`config.mk`:
```
export PLATFORM = sky130hd
export DESIGN_NAME = morse_code_keyer_flat
export DESIGN_NICKNAME = d
export VERILOG_FILES = /design/src/rtl/mck_pkg.sv /design/src/rtl/mck_char_if.sv /design/src/rtl/mck_interval_if.sv /design/src/rtl/mck_dp.sv /design/src/rtl/mck_ctrl.sv /design/src/rtl/morse_code_keyer.sv /design/src/flat_wrapper.sv
export SDC_FILE = /design/constraint.sdc
export NUM_CORES = 1
export LEC_CHECK = 0
export BUFFER_PORTS_ARGS = -buffer_cell sky130_fd_sc_hd__buf_2
export CAP_MARGIN = 20
export CORE_AREA = 4 4 54 105
export CTS_CLUSTER_DIAMETER = 100
export DETAILED_ROUTE_END_ITERATION = 6
export DIE_AREA = 0 0 58 109
export HOLD_SLACK_MARGIN = 0.03
export PLACE_DENSITY = 0.8
export SLEW_MARGIN = 25
export SYNTH_ARGS = -nofsm -noshare
export SYNTH_HDL_FRONTEND = slang
export SYNTH_SLANG_ARGS = --single-unit
```
`constraint.sdc`:
```
create_clock -name clk -period 2.55 [get_ports clk]
set_input_delay 0.1275 -clock clk [delete_from_list [all_inputs] [get_ports clk]]
set_output_delay 0.1275 -clock clk [all_outputs]
set_load 0.01 [all_outputs]
```
`src/rtl/mck_pkg.sv`:
```
// ----------------------------------------------------------------------------
// mck_pkg
// Shared types, register indexes and the letter code table of the Morse keyer.
// ----------------------------------------------------------------------------
package mck_pkg;

  localparam int CHAR_W  = 8;
  localparam int UNITS_W = 4;
  localparam int CFG_IDX_W = 3;
  localparam int PAT_W   = 4;
  localparam int CNT_W   = 3;
  localparam int SYM_IDX_W = 2;

  localparam logic [CFG_IDX_W-1:0] CFG_DOT        = 3'd0;
  localparam logic [CFG_IDX_W-1:0] CFG_DASH       = 3'd1;
  localparam logic [CFG_IDX_W-1:0] CFG_SYMBOL_GAP = 3'd2;
  localparam logic [CFG_IDX_W-1:0] CFG_LETTER_GAP = 3'd3;
  localparam logic [CFG_IDX_W-1:0] CFG_WORD_GAP   = 3'd4;

  localparam logic [UNITS_W-1:0] DOT_RESET        = 4'd1;
  localparam logic [UNITS_W-1:0] DASH_RESET       = 4'd3;
  localparam logic [UNITS_W-1:0] SYMBOL_GAP_RESET = 4'd1;
  localparam logic [UNITS_W-1:0] LETTER_GAP_RESET = 4'd3;
  localparam logic [UNITS_W-1:0] WORD_GAP_RESET   = 4'd7;

  localparam logic [CHAR_W-1:0] CHAR_SPACE   = 8'h20;
  localparam logic [CHAR_W-1:0] CHAR_UPPER_A = 8'h41;
  localparam logic [CHAR_W-1:0] CHAR_UPPER_Z = 8'h5A;
  localparam logic [CHAR_W-1:0] CHAR_LOWER_A = 8'h61;
  localparam logic [CHAR_W-1:0] CHAR_LOWER_Z = 8'h7A;
  localparam logic [CHAR_W-1:0] CASE_BIT     = 8'h20;

  typedef enum logic [1:0] {
    KIND_NONE,
    KIND_SPACE,
    KIND_LETTER
  } mck_kind_t;

  typedef enum logic [1:0] {
    SEL_WORD,
    SEL_LETTER,
    SEL_SYMBOL,
    SEL_MARK
  } mck_sel_t;

  typedef struct packed {
    logic     load;
    logic     emit;
    mck_sel_t sel;
    logic     last;
    logic     adv;
    logic     set_ws;
    logic     clr_ws;
  } mck_cmd_t;

  typedef struct packed {
    mck_kind_t kind;
    logic      word_start;
    logic      last_sym;
    logic      out_free;
  } mck_sts_t;

  function automatic logic [UNITS_W-1:0] len_of(input logic [UNITS_W-1:0] v);
    return (v == '0) ? UNITS_W'(1) : v;
  endfunction

  // high nibble: symbol count, low nibble: pattern with bit i set for a dash
  function automatic logic [7:0] code_lookup(input logic [4:0] idx);
    logic [7:0] e;
    unique case (idx)
      5'd0:  e = 8'h22;
      5'd1:  e = 8'h41;
      5'd2:  e = 8'h45;
      5'd3:  e = 8'h31;
      5'd4:  e = 8'h10;
      5'd5:  e = 8'h44;
      5'd6:  e = 8'h33;
      5'd7:  e = 8'h40;
      5'd8:  e = 8'h20;
      5'd9:  e = 8'h4E;
      5'd10: e = 8'h35;
      5'd11: e = 8'h42;
      5'd12: e = 8'h23;
      5'd13: e = 8'h21;
      5'd14: e = 8'h37;
      5'd15: e = 8'h46;
      5'd16: e = 8'h4B;
      5'd17: e = 8'h32;
      5'd18: e = 8'h30;
      5'd19: e = 8'h11;
      5'd20: e = 8'h34;
      5'd21: e = 8'h48;
      5'd22: e = 8'h36;
      5'd23: e = 8'h49;
      5'd24: e = 8'h4D;
      5'd25: e = 8'h43;
      default: e = 8'h00;
    endcase
    return e;
  endfunction

endpackage

```
`src/rtl/mck_char_if.sv`:
```
// ----------------------------------------------------------------------------
// mck_char_if
// Character channel: one ASCII character per item.
// ----------------------------------------------------------------------------
interface mck_char_if;
  logic                        valid;
  logic                        ready;
  logic [mck_pkg::CHAR_W-1:0]  char_code;

  modport source (output valid, output char_code, input ready);
  modport sink   (input valid, input char_code, output ready);
endinterface

```
`src/rtl/mck_interval_if.sv`:
```
// ----------------------------------------------------------------------------
// mck_interval_if
// Interval channel: one lamp interval per item.
// ----------------------------------------------------------------------------
interface mck_interval_if;
  logic                         valid;
  logic                         ready;
  logic                         lamp_on;
  logic [mck_pkg::UNITS_W-1:0]  interval_units;
  logic                         last_interval;

  modport source (output valid, output lamp_on, output interval_units,
                  output last_interval, input ready);
  modport sink   (input valid, input lamp_on, input interval_units,
                  input last_interval, output ready);
endinterface

```
`src/rtl/mck_dp.sv`:
```
// ----------------------------------------------------------------------------
// mck_dp
// Datapath: timing registers, letter decode, symbol state and output register.
// ----------------------------------------------------------------------------
module mck_dp (
  input  logic                            clk,
  input  logic                            rst_n,
  input  logic                            cfg_we,
  input  logic [mck_pkg::CFG_IDX_W-1:0]   cfg_index,
  input  logic [mck_pkg::UNITS_W-1:0]     cfg_data,
  input  logic [mck_pkg::CHAR_W-1:0]      in_char,
  input  logic                            out_ready,
  output logic                            out_valid,
  output logic                            out_lamp_on,
  output logic [mck_pkg::UNITS_W-1:0]     out_units,
  output logic                            out_last,
  input  mck_pkg::mck_cmd_t               cmd,
  output mck_pkg::mck_sts_t               sts
);

  logic [mck_pkg::UNITS_W-1:0]   dot_r, dash_r, sgap_r, lgap_r, wgap_r;
  logic                          word_start_r;
  logic [mck_pkg::PAT_W-1:0]     symbol_shift_r;
  logic [mck_pkg::CNT_W-1:0]     symbol_count_r;
  logic [mck_pkg::SYM_IDX_W-1:0] idx_r;
  logic                          out_valid_r;
  logic                          lamp_r;
  logic [mck_pkg::UNITS_W-1:0]   units_r;
  logic                          last_r;

  logic [mck_pkg::CHAR_W-1:0]    fold;
  logic                          is_letter;
  logic [4:0]                    letter_idx;
  logic [7:0]                    entry;
  mck_pkg::mck_kind_t            kind;
  logic [mck_pkg::UNITS_W-1:0]   units_sel;

  always_comb begin
    fold = in_char;
    if (in_char >= mck_pkg::CHAR_LOWER_A && in_char <= mck_pkg::CHAR_LOWER_Z) begin
      fold = in_char & ~mck_pkg::CASE_BIT;
    end
    is_letter  = (fold >= mck_pkg::CHAR_UPPER_A) && (fold <= mck_pkg::CHAR_UPPER_Z);
    letter_idx = 5'(fold - mck_pkg::CHAR_UPPER_A);
    entry      = is_letter ? mck_pkg::code_lookup(letter_idx) : 8'h00;
    if (in_char == mck_pkg::CHAR_SPACE) begin
      kind = mck_pkg::KIND_SPACE;
    end else if (is_letter) begin
      kind = mck_pkg::KIND_LETTER;
    end else begin
      kind = mck_pkg::KIND_NONE;
    end
  end

  always_comb begin
    unique case (cmd.sel)
      mck_pkg::SEL_WORD:   units_sel = mck_pkg::len_of(wgap_r);
      mck_pkg::SEL_LETTER: units_sel = mck_pkg::len_of(lgap_r);
      mck_pkg::SEL_SYMBOL: units_sel = mck_pkg::len_of(sgap_r);
      mck_pkg::SEL_MARK:   units_sel = symbol_shift_r[idx_r] ? mck_pkg::len_of(dash_r)
                                                             : mck_pkg::len_of(dot_r);
      default:             units_sel = mck_pkg::len_of(dot_r);
    endcase
  end

  always_ff @(posedge clk) begin
    if (!rst_n) begin
      dot_r          <= mck_pkg::DOT_RESET;
      dash_r         <= mck_pkg::DASH_RESET;
      sgap_r         <= mck_pkg::SYMBOL_GAP_RESET;
      lgap_r         <= mck_pkg::LETTER_GAP_RESET;
      wgap_r         <= mck_pkg::WORD_GAP_RESET;
      word_start_r   <= 1'b1;
      symbol_shift_r <= '0;
      symbol_count_r <= '0;
      idx_r          <= '0;
      out_valid_r    <= 1'b0;
    end else begin
      if (cfg_we) begin
        case (cfg_index)
          mck_pkg::CFG_DOT:        dot_r  <= cfg_data;
          mck_pkg::CFG_DASH:       dash_r <= cfg_data;
          mck_pkg::CFG_SYMBOL_GAP: sgap_r <= cfg_data;
          mck_pkg::CFG_LETTER_GAP: lgap_r <= cfg_data;
          mck_pkg::CFG_WORD_GAP:   wgap_r <= cfg_data;
          default: ;
        endcase
      end
      if (cmd.load && kind == mck_pkg::KIND_LETTER) begin
        symbol_shift_r <= entry[mck_pkg::PAT_W-1:0];
        symbol_count_r <= entry[6:4];
        idx_r          <= '0;
      end else if (cmd.adv) begin
        idx_r <= idx_r + 1'b1;
      end
      if (cmd.set_ws) begin
        word_start_r <= 1'b1;
      end else if (cmd.clr_ws) begin
        word_start_r <= 1'b0;
      end
      if (cmd.emit) begin
        out_valid_r <= 1'b1;
      end else if (out_ready) begin
        out_valid_r <= 1'b0;
      end
    end
  end

  always_ff @(posedge clk) begin
    if (cmd.emit) begin
      lamp_r  <= (cmd.sel == mck_pkg::SEL_MARK);
      units_r <= units_sel;
      last_r  <= cmd.last;
    end
  end

  assign sts.kind       = kind;
  assign sts.word_start = word_start_r;
  assign sts.last_sym   = ({1'b0, idx_r} == (symbol_count_r - 3'd1));
  assign sts.out_free   = !out_valid_r || out_ready;

  assign out_valid   = out_valid_r;
  assign out_lamp_on = lamp_r;
  assign out_units   = units_r;
  assign out_last    = last_r;

endmodule

```
`src/rtl/mck_ctrl.sv`:
```
// ----------------------------------------------------------------------------
// mck_ctrl
// Controller: sequences gaps and marks of one character into the datapath.
// ----------------------------------------------------------------------------
module mck_ctrl (
  input  logic               clk,
  input  logic               rst_n,
  input  logic               in_valid,
  output logic               in_ready,
  input  mck_pkg::mck_sts_t  sts,
  output mck_pkg::mck_cmd_t  cmd
);

  typedef enum logic [2:0] {
    ST_IDLE,
    ST_WGAP,
    ST_LGAP,
    ST_MARK,
    ST_SGAP
  } state_t;

  state_t state_r, state_nxt;

  always_comb begin
    state_nxt  = state_r;
    cmd        = '0;
    cmd.sel    = mck_pkg::SEL_WORD;
    in_ready   = 1'b0;
    unique case (state_r)
      ST_IDLE: begin
        in_ready = 1'b1;
        if (in_valid) begin
          cmd.load = 1'b1;
          unique case (sts.kind)
            mck_pkg::KIND_SPACE:  state_nxt = ST_WGAP;
            mck_pkg::KIND_LETTER: state_nxt = sts.word_start ? ST_MARK : ST_LGAP;
            default:              state_nxt = ST_IDLE;
          endcase
        end
      end
      ST_WGAP: begin
        if (sts.out_free) begin
          cmd.emit   = 1'b1;
          cmd.sel    = mck_pkg::SEL_WORD;
          cmd.last   = 1'b1;
          cmd.set_ws = 1'b1;
          state_nxt  = ST_IDLE;
        end
      end
      ST_LGAP: begin
        if (sts.out_free) begin
          cmd.emit  = 1'b1;
          cmd.sel   = mck_pkg::SEL_LETTER;
          state_nxt = ST_MARK;
        end
      end
      ST_MARK: begin
        cmd.sel = mck_pkg::SEL_MARK;
        if (sts.out_free) begin
          cmd.emit = 1'b1;
          cmd.last = sts.last_sym;
          if (sts.last_sym) begin
            cmd.clr_ws = 1'b1;
            state_nxt  = ST_IDLE;
          end else begin
            cmd.adv   = 1'b1;
            state_nxt = ST_SGAP;
          end
        end
      end
      ST_SGAP: begin
        if (sts.out_free) begin
          cmd.emit  = 1'b1;
          cmd.sel   = mck_pkg::SEL_SYMBOL;
          state_nxt = ST_MARK;
        end
      end
      default: state_nxt = ST_IDLE;
    endcase
  end

  always_ff @(posedge clk) begin
    if (!rst_n) begin
      state_r <= ST_IDLE;
    end else begin
      state_r <= state_nxt;
    end
  end

  a_emit_free: assert property (@(posedge clk) disable iff (!rst_n)
    cmd.emit |-> sts.out_free)
    else $error("interval emitted into a full output register");

  a_mark_then_gap: assert property (@(posedge clk) disable iff (!rst_n)
    (state_r == ST_MARK && cmd.emit && !sts.last_sym) |=> (state_r == ST_SGAP))
    else $error("missing symbol gap after a non-final mark");

  a_space_gap: assert property (@(posedge clk) disable iff (!rst_n)
    (in_valid && in_ready && sts.kind == mck_pkg::KIND_SPACE) |=> (state_r == ST_WGAP))
    else $error("space item did not start a word gap");

  a_load_idle: assert property (@(posedge clk) disable iff (!rst_n)
    cmd.load |-> (state_r == ST_IDLE && !cmd.emit))
    else $error("character loaded while intervals pending");

endmodule

```
`src/rtl/morse_code_keyer.sv`:
```
// ----------------------------------------------------------------------------
// morse_code_keyer
// International Morse keyer: one ASCII character in, lamp intervals out.
// ----------------------------------------------------------------------------
// A taken character moves the controller to its first gap or mark state, which
// registers the first interval; then one interval per cycle while the output
// register is free. An unknown character gives no interval.
// The next character is taken once the last interval enters the output register.
// Reset (synchronous, rst_n low): timing registers return to 1/3/1/3/7,
// the next letter starts a word and the output register empties.
module morse_code_keyer (
  input  logic                            clk,
  input  logic                            rst_n,
  mck_char_if.sink                        in_chan,
  mck_interval_if.source                  out_chan,
  input  logic                            cfg_we,
  input  logic [mck_pkg::CFG_IDX_W-1:0]   cfg_index,
  input  logic [mck_pkg::UNITS_W-1:0]     cfg_data
);

  mck_pkg::mck_cmd_t cmd;
  mck_pkg::mck_sts_t sts;

  mck_ctrl u_ctrl (
    .clk      (clk),
    .rst_n    (rst_n),
    .in_valid (in_chan.valid),
    .in_ready (in_chan.ready),
    .sts      (sts),
    .cmd      (cmd)
  );

  mck_dp u_dp (
    .clk         (clk),
    .rst_n       (rst_n),
    .cfg_we      (cfg_we),
    .cfg_index   (cfg_index),
    .cfg_data    (cfg_data),
    .in_char     (in_chan.char_code),
    .out_ready   (out_chan.ready),
    .out_valid   (out_chan.valid),
    .out_lamp_on (out_chan.lamp_on),
    .out_units   (out_chan.interval_units),
    .out_last    (out_chan.last_interval),
    .cmd         (cmd),
    .sts         (sts)
  );

endmodule

```
`src/flat_wrapper.sv`:
```
// flat-port wrapper written by rule: the top's interface ports become plain ports
module morse_code_keyer_flat 
  (clk, rst_n, cfg_we, cfg_index, cfg_data, in_chan_valid, in_chan_char_code, in_chan_ready, out_chan_valid, out_chan_lamp_on, out_chan_interval_units, out_chan_last_interval, out_chan_ready);
  mck_char_if in_chan_i ();
  mck_interval_if out_chan_i ();
  input  logic clk;
  input  logic rst_n;
  input  logic cfg_we;
  input  logic [mck_pkg::CFG_IDX_W-1:0] cfg_index;
  input  logic [mck_pkg::UNITS_W-1:0] cfg_data;
  input wire logic [$bits(in_chan_i.valid)-1:0] in_chan_valid;
  input wire logic [$bits(in_chan_i.char_code)-1:0] in_chan_char_code;
  output wire logic [$bits(in_chan_i.ready)-1:0] in_chan_ready;
  output wire logic [$bits(out_chan_i.valid)-1:0] out_chan_valid;
  output wire logic [$bits(out_chan_i.lamp_on)-1:0] out_chan_lamp_on;
  output wire logic [$bits(out_chan_i.interval_units)-1:0] out_chan_interval_units;
  output wire logic [$bits(out_chan_i.last_interval)-1:0] out_chan_last_interval;
  input wire logic [$bits(out_chan_i.ready)-1:0] out_chan_ready;
  assign in_chan_i.valid = in_chan_valid;
  assign in_chan_i.char_code = in_chan_char_code;
  assign in_chan_ready = in_chan_i.ready;
  assign out_chan_valid = out_chan_i.valid;
  assign out_chan_lamp_on = out_chan_i.lamp_on;
  assign out_chan_interval_units = out_chan_i.interval_units;
  assign out_chan_last_interval = out_chan_i.last_interval;
  assign out_chan_i.ready = out_chan_ready;
  morse_code_keyer u_core (.clk(clk), .rst_n(rst_n), .in_chan(in_chan_i), .out_chan(out_chan_i), .cfg_we(cfg_we), .cfg_index(cfg_index), .cfg_data(cfg_data));
endmodule
```
# After elaboration in Yosys (flattened, before gate mapping)

Memory sizes are Yosys's and may differ from the RTL's. A register that Yosys moved wholly into a read port is not among the register bits.
Cells that the tools add are included.

Memories: 1
Input bits: 20
Bits in read-only memories: 224
Output and inout port bits: 8
Flip-flop bits (word level): 33

Multiplexer cells: 38
Reduce and logical (&&, ||, !) cells: 24
Add/sub/neg operators: 3
Equal/unequal tests: 19
$lt $le $gt $ge: 5
Bitwise gates (word level): 1

Memories:

| memory           | depth | width | rd ports | clocked after memory_dff | wr ports | RTL line      | source |
|---|---|---|---|---|---|---|---|
| (name not given) | 32    | 7     | 1        | 1                        | 0        | mck_pkg.sv:70 | `unique case (idx)` |

Operators by type and width:

| operator                                            | count |
|---|---|
| 2-to-1 mux 4 bit                                    | 7 |
| case mux 3 bit (4 select lines)                     | 2 |
| 2-to-1 mux 3 bit                                    | 7 |
| zero test 4 bit                                     | 5 |
| >= comparator 8 x 7 -> 1 bit, second input constant | 2 |
| <= comparator 8 x 7 -> 1 bit, second input constant | 2 |
| case mux 4 bit (4 select lines)                     | 1 |
| 2-to-1 mux 1 bit                                    | 14 |
| equality test 3 x 2 -> 1 bit, second input constant | 4 |
| AND reduction 2 bit                                 | 5 |
| equality test 8 x 6 -> 1 bit, second input constant | 1 |
| equality test 2 bit, second input constant          | 3 |
| equality test 3 x 1 -> 1 bit, second input constant | 2 |
| equality test 3 bit, second input constant          | 2 |
| zero test 3 bit                                     | 2 |
| 2-to-1 mux 2 bit                                    | 3 |
| 2-to-1 mux 6 bit                                    | 1 |
| != test 2 x 1 -> 1 bit, second input constant       | 3 |
| case mux 3 bit (2 select lines)                     | 1 |
| OR reduction 2 bit                                  | 3 |
| subtractor 5 x 1 -> 5 bit, second input constant    | 1 |
| equality test 2 x 1 -> 1 bit, second input constant | 2 |
| AND reduction 4 bit                                 | 1 |
| equality test 2 x 3 -> 1 bit                        | 1 |
| 12 further kinds                                    | 15 |

# Depth between registers and ports, before layout

Word-level depth: 11
Mapped depth: 10

# Hierarchy

From an unflattened synthesis, not the netlist that was laid out.

Cell total of the unflattened synthesis: 340
Area, all modules: 2,859.0 um2

By module, submodules not included:

| module   | sequential area each (um2) | area each (um2) | times used | cells an instance |
|---|---|---|---|---|
| mck_dp   | 800.8                      | 2,538.7         | 1          | 298 |
| mck_ctrl | 60.1                       | 320.3           | 1          | 42 |

# Least setup slack after synthesis

OpenSTA, ideal clock, no wires.

Kind: input to register
Start point: input port in_chan_char_code[1]
End point: register u_core.u_dp.symbol_count_r[2] in the netlist's numbering
Cell stages on the path: 9
Slack: 0.746 ns
Buffers on the path: 2
Arrival time: 1.673 ns
Library setup time: 0.131 ns
Data required time: 2.419 ns
Cells stage by stage: buf_2 inv_1 ha_1 or4b_1 o2111ai_2 nor3b_2 buf_6 nand4_1 o22ai_1

Cells in the longest elaborated chain, start to end: 9
Elaborated cells between the ends (all ways): 13

RTL lines:

| item                                                                         | RTL line           | source |
|---|---|---|
| from (decl)                                                                  | flat_wrapper.sv:12 | `input wire logic [$bits(in_chan_i.char_code)-1:0] in_chan_char_code;` |
| >= comparator 8 x 7 -> 1 bit or <= comparator 8 x 7 -> 1 bit (tied branches) | mck_dp.sv:40       | `if (in_char >= mck_pkg::CHAR_LOWER_A && in_char <= mck_pkg::CHAR_LOWER_Z) begin` |
| logical AND 1 bit                                                            | mck_dp.sv:40       |  |
| 2-to-1 mux 6 bit                                                             | mck_dp.sv:40       |  |
| >= comparator 8 x 7 -> 1 bit or <= comparator 8 x 7 -> 1 bit (tied branches) | mck_dp.sv:43       | `is_letter = (fold >= mck_pkg::CHAR_UPPER_A) && (fold <= mck_pkg::CHAR_UPPER_Z);` |
| logical AND 1 bit                                                            | mck_dp.sv:43       |  |
| 2-to-1 mux 2 bit                                                             | mck_dp.sv:48       | `end else if (is_letter) begin` |
| 2-to-1 mux 2 bit                                                             | mck_dp.sv:46       | `if (in_char == mck_pkg::CHAR_SPACE) begin` |
| equality test 2 bit                                                          | mck_dp.sv:89       | `if (cmd.load && kind == mck_pkg::KIND_LETTER) begin` |
| logical AND 1 bit                                                            | mck_dp.sv:89       |  |
| to (decl)                                                                    | mck_dp.sv:24       | `logic [mck_pkg::CNT_W-1:0] symbol_count_r;` |

Several ways; a longest one is shown, not always the timed one.
A chain may end at the register's enable or synchronous reset.

# Final worst setup path

Start point: register u_core.u_dp.idx_r[0] in the netlist's numbering
End point: register u_core.u_dp.units_r, in the netlist u_core.u_dp.out_units[0], data pin

Cells in the longest elaborated chain, start to end: 4

RTL lines:

| item                                   | RTL line      | source |
|---|---|---|
| from (decl)                            | mck_dp.sv:25  | `logic [mck_pkg::SYM_IDX_W-1:0] idx_r;` |
| from (signal assigned)                 | mck_dp.sv:94  | `idx_r <= idx_r + 1'b1;` |
| binary-select mux 1 bit (select 2 bit) | mck_dp.sv:60  | `mck_pkg::SEL_MARK: units_sel = symbol_shift_r[idx_r] ? mck_pkg::len_of(dash_r)` |
| 2-to-1 mux 1 bit (implied by the code) | mck_dp.sv:60  |  |
| 2-to-1 mux 4 bit                       | mck_dp.sv:60  |  |
| case mux 4 bit (4 select lines)        | mck_dp.sv:56  | `unique case (cmd.sel)` |
| net u_core.u_dp.units_sel, one bit     | mck_dp.sv:36  | `logic [mck_pkg::UNITS_W-1:0] units_sel;` |
| to (signal assigned)                   | mck_dp.sv:112 | `units_r <= units_sel;` |
| to (decl)                              | mck_dp.sv:28  | `logic [mck_pkg::UNITS_W-1:0] units_r;` |

The timed path passes the listed nets, and every way through them passes these cells. The select of a mux whose other input is x is not followed.

==> results.cfg <==
[run_status]
status = finished clean

[floorplanning]
rows = 36
die_h_um = 109
design.core.area_um2 = 4860
chipWidth_um = 58
die_area_um2 = 6320
ios = 28
initial_utilization_pct = 58.1

[clock_network]
cts_buffers = 5
clk_pin_slew_ps = 80
cts_root_buf = clkbuf_8
clkLatencyLatePin_ps = 290
post-cts-setup-buffer-count = 0
clock-sinks = 40
htreeDepth = 2
clk_path_buf_depth = 2
holdBufCountCts = 0
cts_tree = built
post_cts_resized = 0

[hold_path]
worstHoldEndpoint = u_core.u_dp.lgap_r[0]
min-delay-start = cfg_data[0]
hp-class = in -> reg
min_path_cells = 3

[layout]
syn2layout_area_growth_pct = 8.50
final_cell_area_um2 = 3070
layout_commonest_cell = dfxtp_1
final_cell_mix = 34 x dfxtp_1, 30 x o21ai_0, 28 x nand2_1
final_cells = 409
antennaDiodeCount = 0
final_core_util_pct = 63.0
layout-drive-gt1-share_pct = 16.5
fin_nets = 378

[grt]
grt_usage_pct = 23.3
overflow = 0
grt_pass1_wl_um = 11400
grt_max_degree = 36
grt_pass1_vias = 2531
antenna_found_initial = 0

[timing]
worstMarginPinSlew_ps = 854
period_minus_slack_ps = 2090
max-slew-margin-rel_pct = 42.8
fin_worst_skew_ps = 3.44
finalSetupViolations = 0
setup_slack_ps = 456
fin_tns_setup_ps = 0
final.hold.worst_slack_ps = 131
hold_viol_final = 0
min_period_over_period_pct = 82.1
drv_slew = 0
fmax_mhz = 478
rsz0062_at_grt = no

[yosys]
yosysTopAreaCell = dfxtp_1
synth_top_area_share_pct = 24.1
ys.flop_type = dfxtp_1
synth_compound_area_share_pct = 20.8
synth_mux_area_share_pct = 11.0
postSynth.asyncResetShare_pct = 0
avgSynthCellArea_um2 = 8.49
synth_fa_ha_area_share_pct = 3.81
synth_edf_count = 6
synth_area_leaders = dfxtp_1 24%, mux2i_1 7.8%, edfxtp_1 6.4%
synth_area_um2 = 2830
yosysUniqueCellTypes = 60
synthCells = 333
synthSimpleGateAreaFrac_pct = 24.6
yosysWarnings = 0
syn-num-nets = 360
synth-seq-cells = 40
synth_top_family_by_area = simple AND/OR/NAND/NOR gates
yosysSeqAreaShare_pct = 30.5
synth_xor_area_share_pct = 3.67

[route]
via_per_inst = 6.15
vias = 2517
remaining_drc_errors = 0
totalWireLength_um = 6810
first_iter_violations = 103
detail_route.first_pass.iterations = 4
wl_per_cell_um = 16.6
ant_nets = 0

[power]
power_frac_comb_pct = 20.4
switching_share_pct = 28.1
internal-power_mw = 1.08
finalPower_mw = 1.50
p_leak_nw = 1.14
p_per_area_nw_per_um2 = 489
switching_power_uw = 421
power_frac_seq_pct = 45.5
ir_worst_vdd_v = 0.000440
clkPwrFrac_pct = 34.1

[place]
io_buffers = 27
post_dp_cell_area_um2 = 2960
hpwl_um = 5340
post-place-cells = 401
gp_congestion = 0.982
place_ws_ps = 255

[setup_path]
path_cells = mux4_2 > o311ai_0 > a21oi_1
r2r_setup_slack_ps = 460
slowest_stage = mux4_2
cp_slowest_stage_delay_ps = 610
worstRegToRegCells = 3
cp-start-kind = register
critPathKind = reg -> reg
r2r_start = u_core.u_dp.idx_r[0]
required_ps = 2560
cp.arrival_ps = 2100
r2r_end = u_core.u_dp.out_units[0]
cp-end-kind = register
critPathMaxFanout = 5

[flow_run]
drv_cap = 0
-- registers in the layout, indices dropped and copies added (netlist names), 2 cells and up --
name and count:
u_core.u_dp.sgap_r 4, u_core.u_dp.idx_r 2, u_core.u_ctrl.state_r 3, u_core.u_dp.out_units 4, u_core.u_dp.lgap_r 4, u_core.u_dp.dash_r 4
u_core.u_dp.symbol_count_r 3, u_core.u_dp.wgap_r 4, u_core.u_dp.symbol_shift_r 4, u_core.u_dp.dot_r 4
-- critical path: cells and delay by family, from the launching register on --
family | cells | cell delay (ps)
AOI/OAI and AO/OA | 2 | 750
muxes | 1 | 610
DFF | 1 | 450
-- how the worst max path moves through the flow --
| stage | startpoint | end | slack, ps | cells after the start |
|---|---|---|---|---|
| 2_1_floorplan | in_chan_char_code[1] | u_core.u_dp.symbol_count_r[2] | 750 | 9 |
| 3_3_place_gp | in_chan_char_code[1] | u_core.u_dp.symbol_shift_r[0] | 340 | 9 |
| 3_5_place_dp | in_chan_char_code[1] | u_core.u_dp.symbol_shift_r[0] | 250 | 9 |
| 4_1_cts | u_core.u_ctrl.state_r[2] | u_core.u_dp.symbol_shift_r[1] | 500 | 5 |
| 5_1_grt | u_core.u_ctrl.state_r[2] | u_core.u_dp.symbol_shift_r[1] | 290 | 5 |
| 6_report | u_core.u_dp.idx_r[0] | u_core.u_dp.out_units[0] | 460 | 3 |
-- power by group through the flow --
stage          Sequential [mW]  Combinational (mW)  Clock, mW
4_1_cts                  0.683               0.304      0.520
6_report                 0.683               0.306      0.512
3_3_place_gp             0.696               0.295          0
5_1_grt                  0.686               0.337      0.549
2_1_floorplan            0.693               0.222          0
3_5_place_dp             0.698               0.302          0
-- routing by layer --
| metal | share of wire (%) | track usage (%) | vias up |
|---|---|---|---|
| li1 | - | - | 1249 |
| met5 | 0 | 0 | - |
| met4 | 6.7 | 17.2 | 0 |
| met2 | 57 | 45.4 | 82 |
| met1 | 33 | 20.6 | 1150 |
| met3 | 3.1 | 2.73 | 36 |
-- cells by family (layout without fill, tap and decap cells) --
| kind of cell | Yosys count | after routing |
|---|---|---|
| xor+xnor | 11 | 11 |
| fa+ha+maj | 9 | 9 |
| simple gates | 122 | 122 |
| flops | 40 | 40 |
| buf+inv | 32 | 51 |
| compound gates | 90 | 90 |
| mux | 29 | 29 |
-- Yosys cell counts (10+ instances only) --
| library cell | instances |
|---|---|
| a21oi_1 | 13 |
| clkbuf_1 | 11 |
| dfxtp_1 | 34 |
| inv_1 | 10 |
| mux2i_1 | 22 |
| nand2_1 | 28 |
| nand3_1 | 10 |
| nor2_1 | 23 |
| nor2b_1 | 18 |
| o21ai_0 | 30 |
-- final cells by class --
class / count / area, µm²
multi-input cells: 261 / 1810
fillers: 442 / 1800
flip-flops and latches: 40 / 861
repair buffers: 33 / 180
well taps: 57 / 71.3
clock buffers: 5 / 68.8
clock inverters: 3 / 42.5
inverters: 10 / 37.5
No activity file was read; power rests on OpenSTA's default activity.
